===== config.mk =====
export PLATFORM = sky130hd
export DESIGN_NAME = gregorian_date_decrement_core
export DESIGN_NICKNAME = d
export VERILOG_FILES = /design/src/hw/rtl/gdd_pkg.sv /design/src/hw/rtl/gdd_res25.sv /design/src/hw/rtl/gdd_step.sv /design/src/hw/rtl/gregorian_date_decrement_core.sv
export SDC_FILE = /design/constraint.sdc
export NUM_CORES = 1
export LEC_CHECK = 0
export BUFFER_PORTS_ARGS = -buffer_cell sky130_fd_sc_hd__buf_2
export CAP_MARGIN = 25
export CELL_PAD_IN_SITES_DETAIL_PLACEMENT = 0
export CELL_PAD_IN_SITES_GLOBAL_PLACEMENT = 1
export CORE_ASPECT_RATIO = 2
export CORE_MARGIN = 1
export CORE_UTILIZATION = 31
export CTS_CLUSTER_SIZE = 28
export DETAILED_ROUTE_END_ITERATION = 16
export PLACE_DENSITY_LB_ADDON = 0.1
export REMOVE_ABC_BUFFERS = 1
export SETUP_SLACK_MARGIN = 0.4
export SLEW_MARGIN = 20
export SYNTH_ARGS = -nofsm -noshare
export SYNTH_HDL_FRONTEND = slang
export SYNTH_SLANG_ARGS = --single-unit
export TNS_END_PERCENT = 1

===== constraint.sdc =====
create_clock -name aclk -period 8.1 [get_ports aclk]
set_input_delay 0 -clock aclk [delete_from_list [all_inputs] [get_ports aclk]]
set_output_delay 0 -clock aclk [all_outputs]
set_load 0.01 [all_outputs]

===== src/hw/rtl/gdd_pkg.sv =====
// Shared types, constants and calendar helpers for the Gregorian date decrement core.
// Used by every module under hw/rtl but the checker; depends on nothing else.
`timescale 1ns / 1ps

package gdd_pkg;

    // Field widths fixed by the item format.
    localparam int FUNC_W  = 3;
    localparam int AMT_W   = 10;
    localparam int DAY_W   = 5;
    localparam int MONTH_W = 4;
    localparam int YEAR_W  = 16;

    // Largest count honored; larger counts saturate.
    localparam logic [AMT_W-1:0] MAX_AMOUNT = 10'd1023;

    // Step counter covers the week mode worst case (seven days per unit).
    localparam int CNT_W = $clog2(1023 * 7 + 1);

    // Residue of the year modulo 25 drives the century part of the leap rule.
    localparam int RES_W = 5;
    localparam logic [RES_W-1:0] RES_MOD = 5'd25;

    // Reciprocal of 25 scaled by 2^16 and rounded down; the quotient is low by at most one.
    localparam logic [11:0] RES_RECIP = 12'd2621;

    // Mode codes.
    localparam logic [FUNC_W-1:0] FUNC_DAYS    = 3'd0;
    localparam logic [FUNC_W-1:0] FUNC_WEEKS   = 3'd1;
    localparam logic [FUNC_W-1:0] FUNC_MONTHS  = 3'd2;
    localparam logic [FUNC_W-1:0] FUNC_YEARS   = 3'd3;
    localparam logic [FUNC_W-1:0] FUNC_DECADES = 3'd4;

    // Month numbers with special handling.
    localparam logic [MONTH_W-1:0] MONTH_JAN = 4'd1;
    localparam logic [MONTH_W-1:0] MONTH_DEC = 4'd12;

    // Working date plus the year's residue modulo 25.
    typedef struct packed {
        logic [DAY_W-1:0]   day;
        logic [MONTH_W-1:0] month;
        logic [YEAR_W-1:0]  year;
        logic [RES_W-1:0]   res;
    } date_t;

    // Length of a month; February depends on the leap flag.
    function automatic logic [DAY_W-1:0] month_days(input logic [MONTH_W-1:0] m,
                                                    input logic leap);
        logic [DAY_W-1:0] len;
        case (m)
            4'd1, 4'd3, 4'd5, 4'd7, 4'd8, 4'd10, 4'd12: len = 5'd31;
            4'd4, 4'd6, 4'd9, 4'd11:                   len = 5'd30;
            4'd2:                                      len = leap ? 5'd29 : 5'd28;
            default:                                   len = 5'd0;
        endcase
        return len;
    endfunction

endpackage


===== src/hw/rtl/gdd_res25.sv =====
// Pipelined unit that reduces a 16-bit two's complement year modulo 25.
// Depends on gdd_pkg; done follows start through the valid bits v1_reg, v2_reg and v3_reg, with the residue.
`timescale 1ns / 1ps

module gdd_res25 (
    input  logic                      aclk,
    input  logic                      aresetn,
    input  logic                      start,
    input  logic [gdd_pkg::YEAR_W-1:0] year,
    output logic                      done,
    output logic [gdd_pkg::RES_W-1:0]  res
);

    logic [gdd_pkg::YEAR_W-1:0] y_reg;
    logic [gdd_pkg::YEAR_W:0]   w_reg;
    logic [gdd_pkg::YEAR_W:0]   w3_reg;
    logic [12:0]                q_reg;
    logic                       v1_reg;
    logic                       v2_reg;
    logic                       v3_reg;
    logic [28:0]                prod;
    logic [gdd_pkg::YEAR_W:0]   q25;
    logic [gdd_pkg::YEAR_W:0]   rem;
    logic [5:0]                 rem6;

    // Stage valid bits.
    always_ff @(posedge aclk) begin
        if (!aresetn) begin
            v1_reg <= 1'b0;
            v2_reg <= 1'b0;
            v3_reg <= 1'b0;
        end else begin
            v1_reg <= start;
            v2_reg <= v1_reg;
            v3_reg <= v2_reg;
        end
    end

    // Quotient estimate by reciprocal multiplication.
    assign prod = 29'(w_reg) * 29'(gdd_pkg::RES_RECIP);

    // A negative year reads 65536 too high, and 65536 is 11 mod 25: add 14 first.
    always_ff @(posedge aclk) begin
        if (start) begin
            y_reg <= year;
        end
        w_reg  <= {1'b0, y_reg} + (y_reg[gdd_pkg::YEAR_W-1] ? 17'd14 : 17'd0);
        q_reg  <= prod[28:16];
        w3_reg <= w_reg;
    end

    // Remainder lies in 0..49, so one compare and subtract finishes it.
    always_comb begin
        q25  = 17'({q_reg, 4'b0000}) + 17'({q_reg, 3'b000}) + 17'(q_reg);
        rem  = w3_reg - q25;
        rem6 = rem[5:0];
        if (rem6 >= 6'(gdd_pkg::RES_MOD)) begin
            res = 5'(rem6 - 6'(gdd_pkg::RES_MOD));
        end else begin
            res = rem6[4:0];
        end
    end

    assign done = v3_reg;

endmodule


===== src/hw/rtl/gdd_step.sv =====
// Shared date step unit: moves a date back by one day or one month.
// Depends on gdd_pkg; purely combinational, applied once per cycle by the top level.
`timescale 1ns / 1ps

module gdd_step (
    input  gdd_pkg::date_t cur,
    input  logic           month_mode,
    output gdd_pkg::date_t nxt
);

    logic                        leap;
    logic                        wrap;
    logic [gdd_pkg::MONTH_W-1:0] prev_m;
    logic [gdd_pkg::DAY_W-1:0]   len;
    logic [gdd_pkg::YEAR_W-1:0]  year_dec;
    logic [gdd_pkg::RES_W-1:0]   res_dec;

    // Leap year: divisible by 4 and either not by 25 or also by 16.
    assign leap = (cur.year[1:0] == 2'b00) && ((cur.res != '0) || (cur.year[3:0] == 4'b0000));

    // Previous month; January rolls back to December of the year before.
    assign wrap   = (cur.month == gdd_pkg::MONTH_JAN);
    assign prev_m = wrap ? gdd_pkg::MONTH_DEC : cur.month - 4'd1;
    assign len    = gdd_pkg::month_days(prev_m, leap);

    // Year decrement with its residue; the most negative year wraps to 32767, which is 17 mod 25.
    always_comb begin
        year_dec = cur.year - 16'd1;
        if (cur.year == 16'h8000) begin
            res_dec = 5'd17;
        end else if (cur.res == '0) begin
            res_dec = 5'(gdd_pkg::RES_MOD - 5'd1);
        end else begin
            res_dec = cur.res - 5'd1;
        end
    end

    // Next date.
    always_comb begin
        nxt = cur;
        if (!month_mode && (cur.day > 5'd1)) begin
            nxt.day = cur.day - 5'd1;
        end else begin
            nxt.month = prev_m;
            if (wrap) begin
                nxt.year = year_dec;
                nxt.res  = res_dec;
            end
            if (!month_mode || (cur.day > len)) begin
                nxt.day = len;
            end
        end
    end

endmodule


===== src/hw/rtl/gregorian_date_decrement_core.sv =====
// Top level of the Gregorian date decrement core: stream ports, sequencer, output register.
// Depends on gdd_pkg, gdd_res25 and gdd_step.
`timescale 1ns / 1ps

// The core takes one item at a time: it is ready only when idle. After an item is
// accepted, a small pipelined unit reduces the year modulo 25 for the leap rule,
// then the shared step unit moves the date back one day (day and week modes) or
// one month (month mode) per cycle. Year and decade modes are done at accept time.
// The number of steps is the count for day and month modes, seven times the count
// for week mode (at most 7161), and zero otherwise. The result sits in an output
// register until taken, and the next item can be accepted in the cycle after the
// result is loaded.

module gregorian_date_decrement_core (
    input  logic        aclk,
    input  logic        aresetn,
    input  logic        s_tvalid,
    output logic        s_tready,
    // func[2:0], amount[12:3], day_in[17:13], month_in[21:18], year_in[37:22], zero fill
    input  logic [39:0] s_tdata,
    output logic        m_tvalid,
    input  logic        m_tready,
    // day_out[4:0], month_out[8:5], year_out[24:9], zero fill
    output logic [31:0] m_tdata
);

    localparam logic [1:0] ST_IDLE = 2'd0;
    localparam logic [1:0] ST_RES  = 2'd1;
    localparam logic [1:0] ST_RUN  = 2'd2;
    localparam logic [1:0] ST_DONE = 2'd3;

    logic [1:0]                  state_reg;
    logic [gdd_pkg::CNT_W-1:0]   cnt_reg;
    logic                        mmode_reg;
    gdd_pkg::date_t              date_reg;
    gdd_pkg::date_t              date_step;
    logic                        m_valid_reg;
    logic [gdd_pkg::DAY_W-1:0]   day_out_reg;
    logic [gdd_pkg::MONTH_W-1:0] month_out_reg;
    logic [gdd_pkg::YEAR_W-1:0]  year_out_reg;

    logic                        accept;
    logic [gdd_pkg::FUNC_W-1:0]  func;
    logic [gdd_pkg::AMT_W-1:0]   amount_raw, amount;
    logic [gdd_pkg::DAY_W-1:0]   day_in;
    logic [gdd_pkg::MONTH_W-1:0] month_in;
    logic [gdd_pkg::YEAR_W-1:0]  year_in;
    logic [gdd_pkg::DAY_W-1:0]   day_fix;
    logic [gdd_pkg::MONTH_W-1:0] month_fix;
    logic [13:0]                 tens;
    logic [gdd_pkg::YEAR_W-1:0]  year_load;
    logic [gdd_pkg::CNT_W-1:0]   cnt_load;
    logic                        res_done;
    logic [gdd_pkg::RES_W-1:0]   res_val;
    logic                        out_free;

    // Input unpacking and range corrections.
    assign accept     = s_tvalid && s_tready;
    assign func       = s_tdata[2:0];
    assign amount_raw = s_tdata[12:3];
    assign day_in     = s_tdata[17:13];
    assign month_in   = s_tdata[21:18];
    assign year_in    = s_tdata[37:22];

    assign amount    = (amount_raw > gdd_pkg::MAX_AMOUNT) ? gdd_pkg::MAX_AMOUNT : amount_raw;
    assign day_fix   = (day_in == '0) ? 5'd1 : day_in;
    assign month_fix = (month_in == '0) ? gdd_pkg::MONTH_JAN :
                       (month_in > gdd_pkg::MONTH_DEC) ? gdd_pkg::MONTH_DEC : month_in;
    assign tens      = 14'({amount, 3'b000}) + 14'({amount, 1'b0});

    // Year and decade modes finish at accept; the other modes load a step count.
    always_comb begin
        year_load = year_in;
        cnt_load  = '0;
        case (func)
            gdd_pkg::FUNC_DAYS:    cnt_load  = gdd_pkg::CNT_W'(amount);
            gdd_pkg::FUNC_WEEKS:   cnt_load  = gdd_pkg::CNT_W'({amount, 3'b000})
                                               - gdd_pkg::CNT_W'(amount);
            gdd_pkg::FUNC_MONTHS:  cnt_load  = gdd_pkg::CNT_W'(amount);
            gdd_pkg::FUNC_YEARS:   year_load = year_in - 16'(amount);
            gdd_pkg::FUNC_DECADES: year_load = year_in - 16'(tens);
            default:               cnt_load  = '0;
        endcase
    end

    // Residue unit and shared step unit.
    gdd_res25 u_res25 (
        .aclk    (aclk),
        .aresetn (aresetn),
        .start   (accept),
        .year    (year_load),
        .done    (res_done),
        .res     (res_val)
    );

    gdd_step u_step (
        .cur        (date_reg),
        .month_mode (mmode_reg),
        .nxt        (date_step)
    );

    assign out_free = !m_valid_reg || m_tready;

    // Sequencer.
    always_ff @(posedge aclk) begin
        if (!aresetn) begin
            state_reg   <= ST_IDLE;
            m_valid_reg <= 1'b0;
        end else begin
            if (m_valid_reg && m_tready && !((state_reg == ST_DONE) && out_free)) begin
                m_valid_reg <= 1'b0;
            end
            case (state_reg)
                ST_IDLE: begin
                    if (accept) begin
                        state_reg <= ST_RES;
                    end
                end
                ST_RES: begin
                    if (res_done) begin
                        state_reg <= ST_RUN;
                    end
                end
                ST_RUN: begin
                    if (cnt_reg == '0) begin
                        state_reg <= ST_DONE;
                    end
                end
                ST_DONE: begin
                    if (out_free) begin
                        m_valid_reg <= 1'b1;
                        state_reg   <= ST_IDLE;
                    end
                end
                default: state_reg <= ST_IDLE;
            endcase
        end
    end

    // Working date, step counter and output register.
    always_ff @(posedge aclk) begin
        if (accept) begin
            date_reg.day   <= day_fix;
            date_reg.month <= month_fix;
            date_reg.year  <= year_load;
            date_reg.res   <= '0;
            cnt_reg        <= cnt_load;
            mmode_reg      <= (func == gdd_pkg::FUNC_MONTHS);
        end else if ((state_reg == ST_RES) && res_done) begin
            date_reg.res <= res_val;
        end else if ((state_reg == ST_RUN) && (cnt_reg != '0)) begin
            date_reg <= date_step;
            cnt_reg  <= cnt_reg - gdd_pkg::CNT_W'(1);
        end
        if ((state_reg == ST_DONE) && out_free) begin
            day_out_reg   <= date_reg.day;
            month_out_reg <= date_reg.month;
            year_out_reg  <= date_reg.year;
        end
    end

    assign s_tready = (state_reg == ST_IDLE);
    assign m_tvalid = m_valid_reg;
    assign m_tdata  = {7'd0, year_out_reg, month_out_reg, day_out_reg};

endmodule


# --- Word-level counts from Yosys, hierarchy flattened ---
# Cells that the tools add are included.
# Widths: inputs -> output; s select.
totals:
  register_bits: 120
  input_bits: 44
  elab_cells: 136
op_classes:
  addsub: 14
  n_mul: 1
  n_lt_le_gt_ge: 5
  n_eq_ne: 28
  n_mux: 32
  n_reduce_logical: 38
op_table:
  columns: ["operator", "n"]
  rows:
  - ["$mux 30", 2]
  - ["$mux 25", 2]
  - ["$mux 13", 3]
  - ["$mux 5", 7]
  - ["$pmux 16 s2", 1]
  - ["$pmux 13 s2", 1]
  - ["$mul 17x12->22 const B", 1]
  - ["$mux 21", 1]
  - ["$eq 4x4->1 const B", 5]
  - ["$add 16x17->17", 1]
  - ["$eq 16x16->1 const B", 1]
  - ["$eq 4x3->1 const B", 4]
  - ["$mux 4", 4]
  - ["$sub 16x1->16 const B", 1]
  - ["$sub 16x10->16", 1]
  - ["$sub 16x14->16", 1]
  - ["$pmux 5 s3", 1]
  - ["$add 13x11->14", 1]
  - ["$logic_not 13->1", 1]
  - ["$reduce_bool 13->1", 1]
  - ["$sub 13x1->13 const B", 1]
  - ["$sub 13x10->13", 1]
  - ["$add 6x6->6", 2]
  - ["$gt 10x10->1 const B", 1]
  - ["37 further kinds", 73]

# --- Depth between registers and ports, before layout ---
depth:
  word_depth: 12
  ltp_mapped: 19
  mapped_depth_nobuf: 19

# --- Cells and area by module ---
# From an unflattened synthesis, not the netlist that was laid out.
hier_totals:
  cells_unflattened: 1180
  hier_area_um2: 11279.6
modules_own_cells:
  columns: ["module", "instances", "cells_each", "area_per_inst_um2", "seq_area_each_um2"]
  rows:
  - ["gregorian_date_decrement_core", 1, 577, 5418.9, 2082.0]
  - ["gdd_res25", 1, 438, 4735.8, 1121.1]
  - ["gdd_step", 1, 165, 1124.8, 0.0]

# --- Worst setup path before layout ---
# OpenSTA, ideal clock, no wires.
synth_path:
  kind: "register to register"
  from: "reg u_res25.w_reg[14] (netlist name)"
  to: "reg u_res25.q_reg[5]"
  setup_time_ps: 116
  t_arrival_ps: 4137
  required_time_ps: 7984
  slack_ps: 3847
  stages_incl_launch_ff: 15
  period_less_slack_ps: 4253
  path_cell_list: "dfxtp_1 > fa_1 > ha_1 > fa_1 > inv_1 > fa_1 > fa_1 > inv_1 > ha_1 > a21o_1 > a21oi_1 > nor2b_1 > or4_1 > a21oi_1 > nor3_1"
synth_via:
  elab_chain_len: 1
synth_rtl:
  columns: ["element", "line", "source"]
  rows:
  - ["from (decl)", "gdd_res25.sv:15", "logic [gdd_pkg::YEAR_W:0] w_reg;"]
  - ["from (signal assigned)", "gdd_res25.sv:47", "w_reg <= {1'b0, y_reg} + (y_reg[gdd_pkg::YEAR_W-1] ? 17'd14 : 17'd0);"]
  - ["$mul 17x12->22", "gdd_res25.sv:40", "assign prod = 29'(w_reg) * 29'(gdd_pkg::RES_RECIP);"]
  - ["via u_res25.prod[21]", "gdd_res25.sv:21", "logic [28:0] prod;"]
  - ["to (signal assigned)", "gdd_res25.sv:48", "q_reg <= prod[28:16];"]
  - ["to (decl)", "gdd_res25.sv:17", "logic [12:0] q_reg;"]
# The timed path passes the listed nets, and every way through them passes these cells.
# A chain may end at the register's enable or synchronous reset.

# --- Worst setup path in the final report ---
layout_path:
  from: "reg u_res25.w_reg[4] (netlist name)"
  to: "reg u_res25.q_reg[3]"
# The elaborated chain is that of the path after synthesis.

==> metrics <==
status complete, no violations; max_slew headroom 46.0%; Horiz. Die Dim 134 µm; maxcap violations 0; Worst Path Class, Setup flip-flop to flip-flop; GR Overflow Total 0; max-slew violation count 0; Hold WC Path Type input pin to flip-flop; CP max FO 6; post-route ant nets 0; CTS tree built; Crit. End Element flip-flop; unrepaired setup endpoints after global routing no; Final TNS setup 0 ps; most common cell after layout, fill and taps aside inv_1; crit path launch type flip-flop; final core occ 36.3%; routability congestion estimate 0.785; Die Span Y 267 µm; critical path endpoint u_res25.q_reg[3]; Post-Syn Area per Cell 9.79 µm²; clk_lat worst skew 420 ps; Longest Clk Path Bufs 2; fin crit share 59.2%; # resized after CTS 0; HPWL after detailed placement 25.1 mm; detail-routed via count per cell 4.86; Final Hold Viols 0; Synth Register Bits 120; max FFs per register 30; drt total wl 29.6 mm; core box area 34400 µm²; CTS Sinks 120; I/O pins 78; antenna cells 0; synthesis-to-layout area growth 14.9%; initial core utilization 31.6%; Starting DRT DRC Count 245; initial antenna violation count 0; origin of the worst setup path u_res25.w_reg[4]; first-pass GRT wire length 46.1 mm; number of input and output port buffers inserted 68; R2R cell count 13; Total GRT Usage 17.4%; asr flop ratio synth 0%; sequential share of the synthesized area 29.5%; reg2reg start u_res25.w_reg[4]; Final Cell Area 12500 µm²; per-cell routed wire length 18.0 µm; largest net degree at the start of global routing 44; fin crit period 4800 ps; most frequent cells in the layout inv_1, ha_1, edfxtp_1, fa_1, buf_2; CP required 8430 ps; worst r2r dst u_res25.q_reg[3]; CP arrival 5120 ps; Cell variety after synth 71; TritonCTS Buffers 17; Clock transition at path regs 60 ps; Root Buffer clkbuf_16; die area 35800 µm²; H-tree Lvls 4; layout cells sized above 1 10.5%; vias post-DR 8005; Post-synth EDFFs 80; NumNets Final 1450; number of global-route vias before repair 8489; Yosys warnings 0; hold_buf cts 18; Worst-Margin Slew 803 ps; R2R Setup Slk 3300 ps; placed cell area 11700 µm²; top_reg_cell synth edfxtp_1; FP Rows 96; Final Skew 10.8 ps; Mapped Area 10900 µm²; setup bufs post-CTS 0; Remaining DRCs 0; Setup-failing EPs final 0; Mapped Cells 1108; Initial DRT Pass Iterations 4; maximum operating frequency 0.208 GHz
critical path: stages (launching register included):
cell	delay, ps
dfxtp_1	610
ha_1	340
ha_1	310
inv_1	90
fa_1	590
inv_1	70
fa_1	510
fa_1	520
ha_1	310
and4_1	220
nand4_1	290
a21boi_1	480
mux2i_1	140
a211oi_1	230
stage by stage:
step,worst slack [ps],instances,hold WS [ps]
after floorplan,3850,1083,118
after global placement,3300,1598,289
after detailed placement,3300,1598,280
after CTS,3260,1648,0.514
after global routing,3050,1648,15.7
final,3300,1648,4.92
metal layers:
metal | up-vias | wire length [µm] | global-route usage [%]
met1 | 3842 | 9930 | 15.4
met2 | 122 | 18200 | 37.4
met5 | - | 0 | 0
met3 | 39 | 498 | 1.80
li1 | 4002 | - | -
met4 | 0 | 1050 | 7.80
kinds of logic after synthesis:
group,Yosys count,share of synthesized area [%]
adder cells (fa/ha/maj),212,29.6
buffers and inverters,208,7.51
AND/OR/NAND/NOR,257,12.3
other,1,0.0346
multiplexers,9,0.888
AO/OA/AOI/OAI,211,12.9
flip-flops,120,29.5
XOR/XNOR,90,7.26
area by class of cell:
| type | instances | area (µm²) |
|---|---|---|
| Sequential cell | 120 | 3200 |
| Tap cell | 441 | 552 |
| Timing Repair Buffer | 92 | 566 |
| Fill cell | 3593 | 21900 |
| Inverter | 177 | 664 |
| Clock buffer | 22 | 474 |
| Multi-Input combinational cell | 786 | 6860 |
| Clock inverter | 10 | 149 |
how the worst min path moves through the flow:
stage,start,end,cells past startpoint
after CTS,s_tdata[30],u_res25.y_reg[8],3
final,s_tdata[31],u_res25.y_reg[9],2
after global routing,s_tdata[31],u_res25.y_reg[9],2
after global placement,s_tvalid,u_res25.v1_reg,2
after floorplan,aresetn,m_tvalid,1
after detailed placement,s_tvalid,u_res25.v1_reg,2
cells in the mapped netlist (8+ instances only):
library cell  number  share of area, %
o21ai_0           37               1.7
and3_1             9              0.52
a211oi_1          10              0.69
inv_1            176               6.1
ha_1             138                16
buf_4              9              0.62
clkbuf_1          19              0.66
nand3_1           16              0.74
nand2_1           58               2.0
fa_1              74                14
nor2b_1           16              0.92
nand4_1            8              0.46
nor3_1            30               1.4
nor4_1             9              0.52
xor2_1            35               2.8
nand2b_1          11              0.63
xnor2_1           55               4.4
dfxtp_1           40               7.4
edfxtp_1          80                22
a31oi_1           16              0.92
a221oi_1           9              0.73
a21oi_1           50               2.3
nor2_1            59               2.0
or3_1              9              0.52
a21o_1            20               1.4
Power is not shown: default switching activity piles up to over one toggle a cycle in this logic, so the estimate is an artifact.
